**config.mk**
```make
export PLATFORM = sky130hd
export DESIGN_NAME = psue_div
export DESIGN_NICKNAME = d
export VERILOG_FILES = /design/src/hw/rtl/psue_pkg.sv /design/src/hw/rtl/psue_div.sv
export SDC_FILE = /design/constraint.sdc
export NUM_CORES = 1
export LEC_CHECK = 0
export BUFFER_PORTS_ARGS = -buffer_cell sky130_fd_sc_hd__buf_4
export CORE_MARGIN = 2
export CORE_UTILIZATION = 59
export CTS_BUF_LIST = sky130_fd_sc_hd__clkbuf_16
export DETAILED_ROUTE_END_ITERATION = 10
export GPL_TIMING_DRIVEN = 1
export PLACE_DENSITY_LB_ADDON = 0.05
export SYNTH_ARGS = -nofsm -noshare
export SYNTH_HDL_FRONTEND = slang
export SYNTH_SLANG_ARGS = --single-unit
```
**constraint.sdc**
```tcl
create_clock -name clk -period 3.2 [get_ports clk]
set_input_delay 0.16 -clock clk [delete_from_list [all_inputs] [get_ports clk]]
set_output_delay 0.16 -clock clk [all_outputs]
set_load 0.02 [all_outputs]
```
**src/hw/rtl/psue_pkg.sv**
```systemverilog
// Shared types and constants for the particle swarm update engine.
// No dependencies; every other RTL file imports this package.
`default_nettype none

package psue_pkg;

	// APB register map (register index = paddr[4:2])
	localparam int unsigned PADDR_W = 5;
	localparam logic [2:0] REG_INERTIA_START   = 3'd0;
	localparam logic [2:0] REG_INERTIA_END     = 3'd1;
	localparam logic [2:0] REG_COGNITIVE_GAIN  = 3'd2;
	localparam logic [2:0] REG_SOCIAL_GAIN     = 3'd3;
	localparam logic [2:0] REG_ITERATION_LIMIT = 3'd4;
	localparam logic [2:0] REG_SPEED_LIMIT     = 3'd5;
	localparam logic [2:0] REG_DIMS_IN_USE     = 3'd6;

	localparam logic [16:0] RST_INERTIA_START   = 17'd58982;
	localparam logic [16:0] RST_INERTIA_END     = 17'd26214;
	localparam logic [17:0] RST_COGNITIVE_GAIN  = 18'd131072;
	localparam logic [17:0] RST_SOCIAL_GAIN     = 18'd131072;
	localparam logic [15:0] RST_ITERATION_LIMIT = 16'd1200;
	localparam logic [16:0] RST_SPEED_LIMIT     = 17'd13107;
	localparam logic [7:0]  RST_DIMS_IN_USE     = 8'd30;

	// item mode codes
	localparam logic [2:0] MODE_LOAD_BOUNDS = 3'd0;
	localparam logic [2:0] MODE_INIT_ELEM   = 3'd1;
	localparam logic [2:0] MODE_INIT_FIT    = 3'd2;
	localparam logic [2:0] MODE_MOVE_ELEM   = 3'd3;
	localparam logic [2:0] MODE_MOVE_FIT    = 3'd4;
	localparam logic [2:0] MODE_CLEAR_RUN   = 3'd5;

	localparam logic [16:0] ONE_Q16 = 17'd65536;
	localparam logic signed [63:0] FIT_NONE = 64'sh7FFF_FFFF_FFFF_FFFF;

	// operation after range checks
	typedef enum logic [2:0] {
		OP_BOUNDS    = 3'd0,
		OP_INIT_ELEM = 3'd1,
		OP_INIT_FIT  = 3'd2,
		OP_MOVE      = 3'd3,
		OP_MOVE_FIT  = 3'd4,
		OP_CLEAR     = 3'd5,
		OP_NONE      = 3'd6
	} op_t;

	typedef struct packed {
		op_t                op;
		logic [5:0]         particle;
		logic [6:0]         dimension;
		logic signed [31:0] lower_value;
		logic signed [31:0] upper_value;
		logic [16:0]        rand_first;
		logic [16:0]        rand_second;
		logic [15:0]        iteration;
		logic signed [63:0] fitness;
	} cmd_t;

	typedef struct packed {
		logic [16:0] inertia_start;
		logic [16:0] inertia_end;
		logic [17:0] cognitive_gain;
		logic [17:0] social_gain;
		logic [15:0] iteration_limit;
		logic [16:0] speed_limit_fraction;
		logic [7:0]  dims_in_use;
	} cfg_t;

	typedef struct packed {
		logic        start;
		logic [32:0] dividend;
		logic [15:0] divisor;
	} div_req_t;

	typedef struct packed {
		logic        done;
		logic [32:0] quotient;
	} div_rsp_t;

	function automatic logic signed [31:0] sat32(input logic signed [39:0] x);
		logic signed [31:0] r;
		if (x > 40'sd2147483647) r = 32'sh7FFF_FFFF;
		else if (x < -40'sd2147483648) r = 32'sh8000_0000;
		else r = x[31:0];
		return r;
	endfunction

endpackage

`default_nettype wire

```
**src/hw/rtl/psue_div.sv**
```systemverilog
// Restoring divider, one quotient bit per cycle, used for the
// inertia schedule. Uses psue_pkg for the request/response structs.
`default_nettype none

module psue_div import psue_pkg::*; (
	input  wire logic     clk,
	input  wire logic     arst_n,
	input  wire div_req_t req,
	output      div_rsp_t rsp
);

	logic [15:0] rem_q;
	logic [32:0] quo_q;
	logic [15:0] div_q;
	logic [5:0]  cnt_q;
	logic        busy_q, done_q;
	logic [16:0] rem_sh;
	logic        fits;

	assign rem_sh = {rem_q, quo_q[32]};
	assign fits   = rem_sh >= {1'b0, div_q};

	always_ff @(posedge clk) begin
		if (req.start) begin
			rem_q <= '0;
			quo_q <= req.dividend;
			div_q <= req.divisor;
		end else if (busy_q) begin
			rem_q <= fits ? 16'(rem_sh - {1'b0, div_q}) : rem_sh[15:0];
			quo_q <= {quo_q[31:0], fits};
		end
	end

	always_ff @(posedge clk or negedge arst_n) begin
		if (!arst_n) begin
			cnt_q  <= '0;
			busy_q <= 1'b0;
			done_q <= 1'b0;
		end else begin
			done_q <= 1'b0;
			if (req.start) begin
				busy_q <= 1'b1;
				cnt_q  <= 6'd0;
			end else if (busy_q) begin
				cnt_q <= cnt_q + 6'd1;
				if (cnt_q == 6'd32) begin
					busy_q <= 1'b0;
					done_q <= 1'b1;
				end
			end
		end
	end

	assign rsp.done     = done_q;
	assign rsp.quotient = quo_q;

endmodule

`default_nettype wire

```
==> summary.txt <==
Synth
  – Post-synth EDFFs: 49
  – Synthesized cell area: 4003 um^2
  – Most numerous cell in the Yosys netlist: edfxtp_1
  – Synth Warn #: 0
  – Post-synthesis cell type count: 56
  – Top cells by area, synth: edfxtp_1, mux2_2, dfxtp_1, ha_1, dfrtp_1
  – Dominant cell type by area after synthesis: edfxtp_1
  – #FFs+latches synth: 73
  – Post-synthesis area per instance: approximately 11 um^2
  – Post-Syn Nets: about 430
  – Synth cell count leaders: edfxtp_1, mux2_2, nor2_1, inv_1, nand2_1
  – Post-Synthesis Cells: 362
  – Seq/Total Area, Yosys: 0.4977
  – Asr flop ratio synth: 0.1096
  – Main synth FF type: edfxtp_1
  – Top cell type's share of synthesized area: 0.3676

Critical path
  – Critical path class: reg2reg
  – Critical path peak fanout: 12
  – Reg2reg path depth: 8
  – RR Endpoint: quo_q[0]
  – Worst Setup EP: quo_q[0]
  – R2r startpoint: div_q[4]
  – Worst setup startpoint: div_q[4]
  – Critical path arrival: around 2.9 ns
  – Crit path required time: 3.28 ns
  – Setup crit end kind: flop
  – Worst reg-to-reg setup slack: 0.41 ns
  – CP Launch Type: flop

Die
  – Area of the die: around 7500 um^2
  – Num rows: 30
  – # IOs: 86
  – Initial Utilization: 0.5991
  – Die Wd: around 86 um
  – Die height: 86.37 um
  – CORE AREA: between 6000 and 7000 um^2

Place
  – Post-DP HPWL: 6.729 mm
  – Placer Congestion: a little over 0.9
  – Port buffer count: 85

Pwr
  – Tot Pwr: around 3.9 mW
  – PD cells: ~750 nW/um^2
  – Worst VDD drop: just under 0.0004 V
  – Lkg Pwr: 2.286 nW

Detailed routing
  – Total number of vias: approximately 3300
  – Antenna Nets Post-Route: 0
  – Routed wire length: just under 10 mm
  – Drt first pass iters: 4
  – DRC violations left: 0
  – Vias per std cell: between 5 and 6
  – WL per Instance: about 18 um
  – DRT iter0 DRCs: 257

Final layout
  – Multi-input gate area: approximately 1800 um^2
  – Synth-to-layout area growth: 29.01%
  – Post-layout nets: 530
  – Ant diodes: 0
  – Reg area: approximately 2000 um^2
  – Fillers: approximately 440
  – Share of layout cells above drive strength 1: 0.3254

Timing
  – Final Skew: about 0.0045 ns
  – WHS: roughly 0.0059 ns
  – Fmax: around 360 MHz
  – Setup TNS: 0 ns
  – Slew @ Worst Pin: between 0.6 and 0.7 ns
  – RSZ-0062 raised after global routing: no
  – Final hold vios: 0
  – Final Setup Violations: 0
  – Rel. slew slack: 0.5815
  – Final period utilization: 0.8731
  – Fin. max-slew vios: 0
  – Final critical-path required period: about 2.8 ns

Clock network
  – Worst-skew pair later-pin latency: 0.33 ns
  – Cts bufs inserted: 9
  – Root buf cell: clkbuf_16
  – Clock Tree Buf Depth: 2
  – CTS tree: yes
  – H-tree levels: 3
  – Clock transition at path regs: approximately 0.060 ns
  – Num Clock Sinks: 73
  – Postcts setup bufs: 0

Global routing
  – Total grt overflow: 0
  – Initial antenna violation count: 0
  – Pin count of the biggest net entering global routing: 36
  – Global-route wire length before repair: 15.53 mm
  – Total track usage: 0.2707
  – Vias in the first global route: approximately 3200

Worst hold path
  – Hold Path Class: in2reg
  – Worst hold stages: 1

Job
  – Max Cap Violations: 0

Status
  – Outcome: finished, final reports clean
-- worst min path at each step --
| stage | from | end | slack, ns |
|---|---|---|---|
| 6_report | req[10] | div_q[10] | 0.006 |
| 3_3_place_gp | arst_n | cnt_q[2] | -0.02 |
| 4_1_cts | req[10] | div_q[10] | 0.003 |
| 5_1_grt | req[10] | div_q[10] | 0.0006 |
| 3_5_place_dp | arst_n | cnt_q[4] | -0.02 |
| 2_1_floorplan | arst_n | busy_q | -0.14 |
-- area by class of cell --
class | instances | share of cell area
sequential | 73 | 0.3858
multi-input combinational | 247 | 0.3538
timing repair buffer | 104 | 0.1570
clock buffer | 9 | 0.04362
clock inverter | 7 | 0.02302
tap | 80 | 0.01938
inverter | 24 | 0.01745
-- per-stage QoR --
stage	instances	util	cell area, um^2	setup slack [ns]
2_1_floorplan	362	-	4003	0.8877
3_3_place_gp	516	0.7034	4700	0.6233
3_5_place_dp	516	0.7034	4700	0.4736
4_1_cts	543	0.7713	5154	0.4578
5_1_grt	544	0.7728	5164	0.2511
6_report	544	0.7728	5164	0.4060
-- cell usage in the layout, fill, tap and decap left out, types with 3 or more instances in the layout --
cell type      instances
a21o_1                 4
a21oi_1               17
a311oi_1               7
a31oi_1                5
and3_1                 5
buf_4                 92
bufinv_16              3
clkbuf_16              9
dfrtp_1                8
dfxtp_1               16
dlygate4sd3_1         12
edfxtp_1              49
ha_1                  18
inv_1                 25
mux2_2                34
nand2_1               21
nand2b_1               5
nand3_1               12
nand4_1                4
nor2_1                34
nor3_1                 4
o211ai_1               4
o21ai_0               10
o21ai_1                4
o311a_1                3
o41ai_1                3
or3_1                  4
xnor2_1                9
xor2_1                 5
-- critical path: stages (launching register included) --
cell and delay [ns]:
edfxtp_1 0.32, inv_1 0.04, ha_1 0.34, a21oi_1 0.32
nand2_1 0.14, o21ai_1 0.29, a21o_1 0.42, nand2_1 0.31
mux2_2 0.37
-- state kept, by name, indices dropped and copies added, names as in the netlist --
| signal | cells |
|---|---|
| rem_q | 16 |
| quo_q | 33 |
| busy_q | 1 |
| done_q | 1 |
| div_q | 16 |
| cnt_q | 6 |
-- what timing repair did --
action | CTS | global route
setup endpoints to repair | 0 | 0
hold buffers | 11 | 1
hold endpoints to repair | 18 | 1
resized for setup | 0 | 0
-- layer usage --
layer | up-vias | global-route usage | part of all wire
li1 | 1554 | - | -
met5 | - | 0 | 0
met1 | 1557 | 0.3356 | 0.42
met3 | 26 | 0.08571 | 0.069
met4 | 0 | 0.1307 | 0.027
met2 | 119 | 0.4301 | 0.48
-- power by group --
part / internal, mW / leakage [nW] / switching (mW)
clock network: 0.763 / 0.167 / 0.404
registers: 1.18 / 0.742 / 0.114
logic: 0.637 / 1.38 / 0.801
total: 2.58 / 2.29 / 1.32
-- kinds of logic after synthesis --
family                   after synthesis  share of synthesized area
AND/OR/NAND/NOR                       97                     0.1122
AO/OA/AOI/OAI                         81                     0.1516
flip-flops                            73                     0.4977
buffers and inverters                 42                    0.04595
multiplexers                          36                     0.1007
adder cells (fa/ha/maj)               19                    0.06127
XOR/XNOR                              14                    0.03064
No activity file was read; power rests on OpenSTA's default activity.
