**src/hw/rtl/psue_pkg.sv**
```systemverilog
// Shared types and constants for the particle swarm update engine.
// No dependencies; every other RTL file imports this package.
`default_nettype none

package psue_pkg;

	// APB register map (register index = paddr[4:2])
	localparam int unsigned PADDR_W = 5;
	localparam logic [2:0] REG_INERTIA_START   = 3'd0;
	localparam logic [2:0] REG_INERTIA_END     = 3'd1;
	localparam logic [2:0] REG_COGNITIVE_GAIN  = 3'd2;
	localparam logic [2:0] REG_SOCIAL_GAIN     = 3'd3;
	localparam logic [2:0] REG_ITERATION_LIMIT = 3'd4;
	localparam logic [2:0] REG_SPEED_LIMIT     = 3'd5;
	localparam logic [2:0] REG_DIMS_IN_USE     = 3'd6;

	localparam logic [16:0] RST_INERTIA_START   = 17'd58982;
	localparam logic [16:0] RST_INERTIA_END     = 17'd26214;
	localparam logic [17:0] RST_COGNITIVE_GAIN  = 18'd131072;
	localparam logic [17:0] RST_SOCIAL_GAIN     = 18'd131072;
	localparam logic [15:0] RST_ITERATION_LIMIT = 16'd1200;
	localparam logic [16:0] RST_SPEED_LIMIT     = 17'd13107;
	localparam logic [7:0]  RST_DIMS_IN_USE     = 8'd30;

	// item mode codes
	localparam logic [2:0] MODE_LOAD_BOUNDS = 3'd0;
	localparam logic [2:0] MODE_INIT_ELEM   = 3'd1;
	localparam logic [2:0] MODE_INIT_FIT    = 3'd2;
	localparam logic [2:0] MODE_MOVE_ELEM   = 3'd3;
	localparam logic [2:0] MODE_MOVE_FIT    = 3'd4;
	localparam logic [2:0] MODE_CLEAR_RUN   = 3'd5;

	localparam logic [16:0] ONE_Q16 = 17'd65536;
	localparam logic signed [63:0] FIT_NONE = 64'sh7FFF_FFFF_FFFF_FFFF;

	// operation after range checks
	typedef enum logic [2:0] {
		OP_BOUNDS    = 3'd0,
		OP_INIT_ELEM = 3'd1,
		OP_INIT_FIT  = 3'd2,
		OP_MOVE      = 3'd3,
		OP_MOVE_FIT  = 3'd4,
		OP_CLEAR     = 3'd5,
		OP_NONE      = 3'd6
	} op_t;

	typedef struct packed {
		op_t                op;
		logic [5:0]         particle;
		logic [6:0]         dimension;
		logic signed [31:0] lower_value;
		logic signed [31:0] upper_value;
		logic [16:0]        rand_first;
		logic [16:0]        rand_second;
		logic [15:0]        iteration;
		logic signed [63:0] fitness;
	} cmd_t;

	typedef struct packed {
		logic [16:0] inertia_start;
		logic [16:0] inertia_end;
		logic [17:0] cognitive_gain;
		logic [17:0] social_gain;
		logic [15:0] iteration_limit;
		logic [16:0] speed_limit_fraction;
		logic [7:0]  dims_in_use;
	} cfg_t;

	typedef struct packed {
		logic        start;
		logic [32:0] dividend;
		logic [15:0] divisor;
	} div_req_t;

	typedef struct packed {
		logic        done;
		logic [32:0] quotient;
	} div_rsp_t;

	function automatic logic signed [31:0] sat32(input logic signed [39:0] x);
		logic signed [31:0] r;
		if (x > 40'sd2147483647) r = 32'sh7FFF_FFFF;
		else if (x < -40'sd2147483648) r = 32'sh8000_0000;
		else r = x[31:0];
		return r;
	endfunction

endpackage

`default_nettype wire

```
**src/hw/rtl/psue_front.sv**
```systemverilog
// Front end: accepts items, range-checks them into operations, and
// queues them in a two-entry FIFO for the back end. Uses psue_pkg.
`default_nettype none

module psue_front import psue_pkg::*; #(
	parameter int unsigned MAX_PARTICLES = 64,
	parameter int unsigned MAX_DIMS = 128
) (
	input  wire logic               clk,
	input  wire logic               arst_n,
	input  wire logic               item_valid,
	output      logic               item_ready,
	input  wire logic [2:0]         mode,
	input  wire logic [5:0]         particle,
	input  wire logic [6:0]         dimension,
	input  wire logic signed [31:0] lower_value,
	input  wire logic signed [31:0] upper_value,
	input  wire logic [16:0]        rand_first,
	input  wire logic [16:0]        rand_second,
	input  wire logic [15:0]        iteration,
	input  wire logic signed [63:0] fitness,
	output      logic               q_valid,
	output      cmd_t               q_item,
	input  wire logic               q_pop
);

	cmd_t       ent_q [2];
	logic       wr_ptr_q, rd_ptr_q;
	logic [1:0] cnt_q;
	cmd_t       cmd;
	logic       p_ok, d_ok, push;

	assign p_ok = 32'(particle) < MAX_PARTICLES;
	assign d_ok = 32'(dimension) < MAX_DIMS;

	always_comb begin
		cmd.particle    = particle;
		cmd.dimension   = dimension;
		cmd.lower_value = lower_value;
		cmd.upper_value = upper_value;
		cmd.rand_first  = (rand_first > ONE_Q16) ? ONE_Q16 : rand_first;
		cmd.rand_second = (rand_second > ONE_Q16) ? ONE_Q16 : rand_second;
		cmd.iteration   = iteration;
		cmd.fitness     = fitness;
		unique case (mode)
			MODE_LOAD_BOUNDS: cmd.op = d_ok ? OP_BOUNDS : OP_NONE;
			MODE_INIT_ELEM:   cmd.op = (p_ok && d_ok) ? OP_INIT_ELEM : OP_NONE;
			MODE_INIT_FIT:    cmd.op = p_ok ? OP_INIT_FIT : OP_NONE;
			MODE_MOVE_ELEM:   cmd.op = (p_ok && d_ok) ? OP_MOVE : OP_NONE;
			MODE_MOVE_FIT:    cmd.op = p_ok ? OP_MOVE_FIT : OP_NONE;
			MODE_CLEAR_RUN:   cmd.op = OP_CLEAR;
			default:          cmd.op = OP_NONE;
		endcase
	end

	assign item_ready = (cnt_q != 2'd2);
	assign push       = item_valid && item_ready;
	assign q_valid    = (cnt_q != 2'd0);
	assign q_item     = ent_q[rd_ptr_q];

	always_ff @(posedge clk) begin
		if (push) ent_q[wr_ptr_q] <= cmd;
	end

	always_ff @(posedge clk or negedge arst_n) begin
		if (!arst_n) begin
			wr_ptr_q <= 1'b0;
			rd_ptr_q <= 1'b0;
			cnt_q    <= 2'd0;
		end else begin
			if (push) wr_ptr_q <= ~wr_ptr_q;
			if (q_pop) rd_ptr_q <= ~rd_ptr_q;
			cnt_q <= cnt_q + 2'(push) - 2'(q_pop);
		end
	end

endmodule

`default_nettype wire

```
**config.mk**
```make
export PLATFORM = sky130hd
export DESIGN_NAME = psue_front
export DESIGN_NICKNAME = d
export VERILOG_FILES = /design/src/hw/rtl/psue_pkg.sv /design/src/hw/rtl/psue_front.sv
export SDC_FILE = /design/constraint.sdc
export NUM_CORES = 1
export LEC_CHECK = 0
export ABC_CLOCK_PERIOD_IN_PS = 13000
export BUFFER_PORTS_ARGS = -buffer_cell sky130_fd_sc_hd__clkbuf_2
export CORE_ASPECT_RATIO = 1.1
export CORE_MARGIN = 2
export CORE_UTILIZATION = 45
export DETAILED_ROUTE_END_ITERATION = 7
export HOLD_SLACK_MARGIN = 0.08
export PLACE_DENSITY = 0.76
export REMOVE_ABC_BUFFERS = 1
export SYNTH_ARGS = -nofsm -noshare
export SYNTH_HDL_FRONTEND = slang
export SYNTH_SLANG_ARGS = --single-unit
```
**constraint.sdc**
```tcl
create_clock -name clk -period 13 [get_ports clk]
set_input_delay 1.3 -clock clk [delete_from_list [all_inputs] [get_ports clk]]
set_output_delay 1.3 -clock clk [all_outputs]
set_load 0.1 [all_outputs]
```
==> flow_metrics.py <==
metrics = {
    "critical_path": {
        "worst_ep_required_time_ps": 11700,
        "cp.arrival_ps": 3650,
        "worstSetupEndpointType": "output port",
        "startpoint": "rd_ptr_q",
        "critPathMaxFanout": 72,
        "slowest_stage": "dfrtp_4",
        "cp-endpoint": "q_item[131]",
        "crit_chain": "buf_4 > mux2_2 > clkbuf_2",
        "reg2reg_depth": 5,
        "slowest_delay_ps": 1160,
        "r2r-start": "cnt_q[0]",
        "crit_path_start_kind": "flip-flop",
        "rr_endpoint": "ent_q[0][12]",
        "rrSetupSlack_ps": 9970,
        "worstSetupPathType": "reg2out",
    },
    "timing": {
        "min_period_over_period_pct": 38.1,
        "setup_viol": 0,
        "finalHoldViolations": 0,
        "skew_ps": 6.43,
        "maxSlewHeadroom_pct": 16.1,
        "max_freq_mhz": 202,
        "rsz0062_at_grt": "no",
        "drv_slew": 0,
        "fin_tns_setup_ps": 0,
        "min_period_ps": 4950,
        "worstMarginPinSlew_ps": 1260,
    },
    "routing": {
        "dr_total_vias": 7575,
        "first_pass_iters": 6,
        "dr.first_iter.drc_count": 401,
        "ant_nets": 0,
        "routed_wl_mm": 29.0,
        "via_per_inst": 4.90,
        "avgRoutedWirePerCell_um": 18.7,
        "drc": 0,
    },
    "global_routing": {
        "grt_max_degree": 79,
        "grt_pass1_vias": 7955,
        "grtUsageTotal_pct": 16.1,
        "grt.overflow.total": 0,
        "antenna_found_initial": 1,
        "grt_pass1_wl_mm": 42.9,
    },
    "yosys": {
        "synth_edf_count": 388,
        "seq_area_frac_synth_pct": 78.1,
        "yosys_warnings": 0,
        "syn-cell-area_mm2": 0.0150,
        "synthArstFlopShare_pct": 1.02,
        "synth.distinct_cells": 24,
        "synth_top_flop_cell": "edfxtp_1",
        "postSynthAreaPerCell_um2": 22.5,
        "syn_inst": 670,
        "ys_ff_latch": 392,
    },
    "worst_hold_path": {
        "min_path_type": "reg2reg",
        "min_from": "cnt_q[0]",
    },
    "floorplan": {
        "io-pin-count": 394,
        "die_x_um": 178,
        "die_area_mm2": 0.0349,
        "core_region_area_mm2": 0.0331,
        "start_util_pct": 45.5,
        "die_h_um": 196,
        "num_rows": 70,
    },
    "place": {
        "io_buffers": 393,
        "dp_hpwl_mm": 19.4,
        "place.gp.congestion": 0.782,
    },
    "status": {
        "status": "finished clean",
    },
    "clock_tree": {
        "path_clk_slew_ps": 60,
        "clk_latency_ps": 520,
        "clockBufferDepth": 3,
        "cts_setup_buffers": 0,
        "cts_tree": "yes",
        "cts_resized": 0,
        "root_buffer": "clkbuf_16",
        "cts_buffers": 40,
        "clock_sinks": 392,
        "cts_hold_buffers": 0,
        "htreeDepth": 2,
    },
    "layout": {
        "layout_common_cells": "clkbuf_2, edfxtp_1, mux2_4",
        "postLayoutCoreUtil_pct": 56.3,
        "drive_above_1_share_pct": 59.8,
        "nets": 1285,
        "areaGrowthSynthToFinish_pct": 23.8,
        "mostFrequentLayoutCell": "clkbuf_2",
    },
    "run": {
        "drv_cap": 0,
    },
}
## flip-flops by register name, indices dropped and copies added, names as in the netlist
register	flops
ent_q	388
wr_ptr_q	1
cnt_q	2
rd_ptr_q	1
## area by class of cell
class,instances,area (µm²)
tap,432,541
inverter,2,7.51
sequential,392,11800
timing repair buffer,400,2020
clock buffer,44,1040
clock inverter,25,198
multi-input combinational,250,3070
antenna,1,2.50
fill,2518,14500
## kinds of logic after synthesis
kind of cell / after synthesis / share of synthesized area (%)
AO/OA/AOI/OAI: 5 / 0.532
XOR/XNOR: 4 / 0.233
adder cells (fa/ha/maj): 1 / 0.0831
buffers and inverters: 28 / 1.59
flip-flops: 392 / 78.1
multiplexers: 194 / 17.0
AND/OR/NAND/NOR: 46 / 2.46
## through the flow
| stage | cell area, µm² | std cells | hold slack (ps) | worst slack, ps |
|---|---|---|---|---|
| 6_report | 18600 | 1546 | 551 | 8050 |
| 5_1_grt | 18600 | 1546 | 561 | 7900 |
| 4_1_cts | 18600 | 1545 | 555 | 8080 |
| 3_5_place_dp | 17400 | 1476 | 545 | 8640 |
| 3_3_place_gp | 17400 | 1476 | 518 | 8640 |
| 2_1_floorplan | 14800 | 644 | 461 | 2710 |
## layer usage
layer  vias to the layer above  track usage (%)  routed length [µm]
li1                       3486                -                   -
met3                        67             4.86                2190
met2                       289             28.6               15100
met5                         -                0                   0
met1                      3733             17.6               10600
met4                         0             7.23                1120
## worst min path at each step
stage               cells after the start       end  slack [ps]
global route                            1  wr_ptr_q         560
CTS                                     1  wr_ptr_q         550
detailed placement                      1  cnt_q[0]         540
finish                                  1  cnt_q[0]         550
global placement                        1  cnt_q[0]         520
floorplan                               1  wr_ptr_q         460
## cells in the mapped netlist (all sizes together), types with 2 or more instances
library cell	instances	area share, %
nor2b	32	1.4
a41oi	2	0.37
inv	2	0.050
clkbuf	4	0.10
nor4	8	0.90
nor2	2	0.050
buf	22	1.4
xnor2	3	0.17
mux2	194	17
dfrtp	4	0.67
edfxtp	388	77
## worst max-delay path, delay by kind of cell, from the launching register on
| family | cells | cell delay [ps] |
|---|---|---|
| muxes | 1 | 440 |
| DFF | 1 | 1160 |
| buffers and inverters | 2 | 1320 |
Power is not shown: default switching activity piles up to over one toggle a cycle in this logic, so the estimate is an artifact.
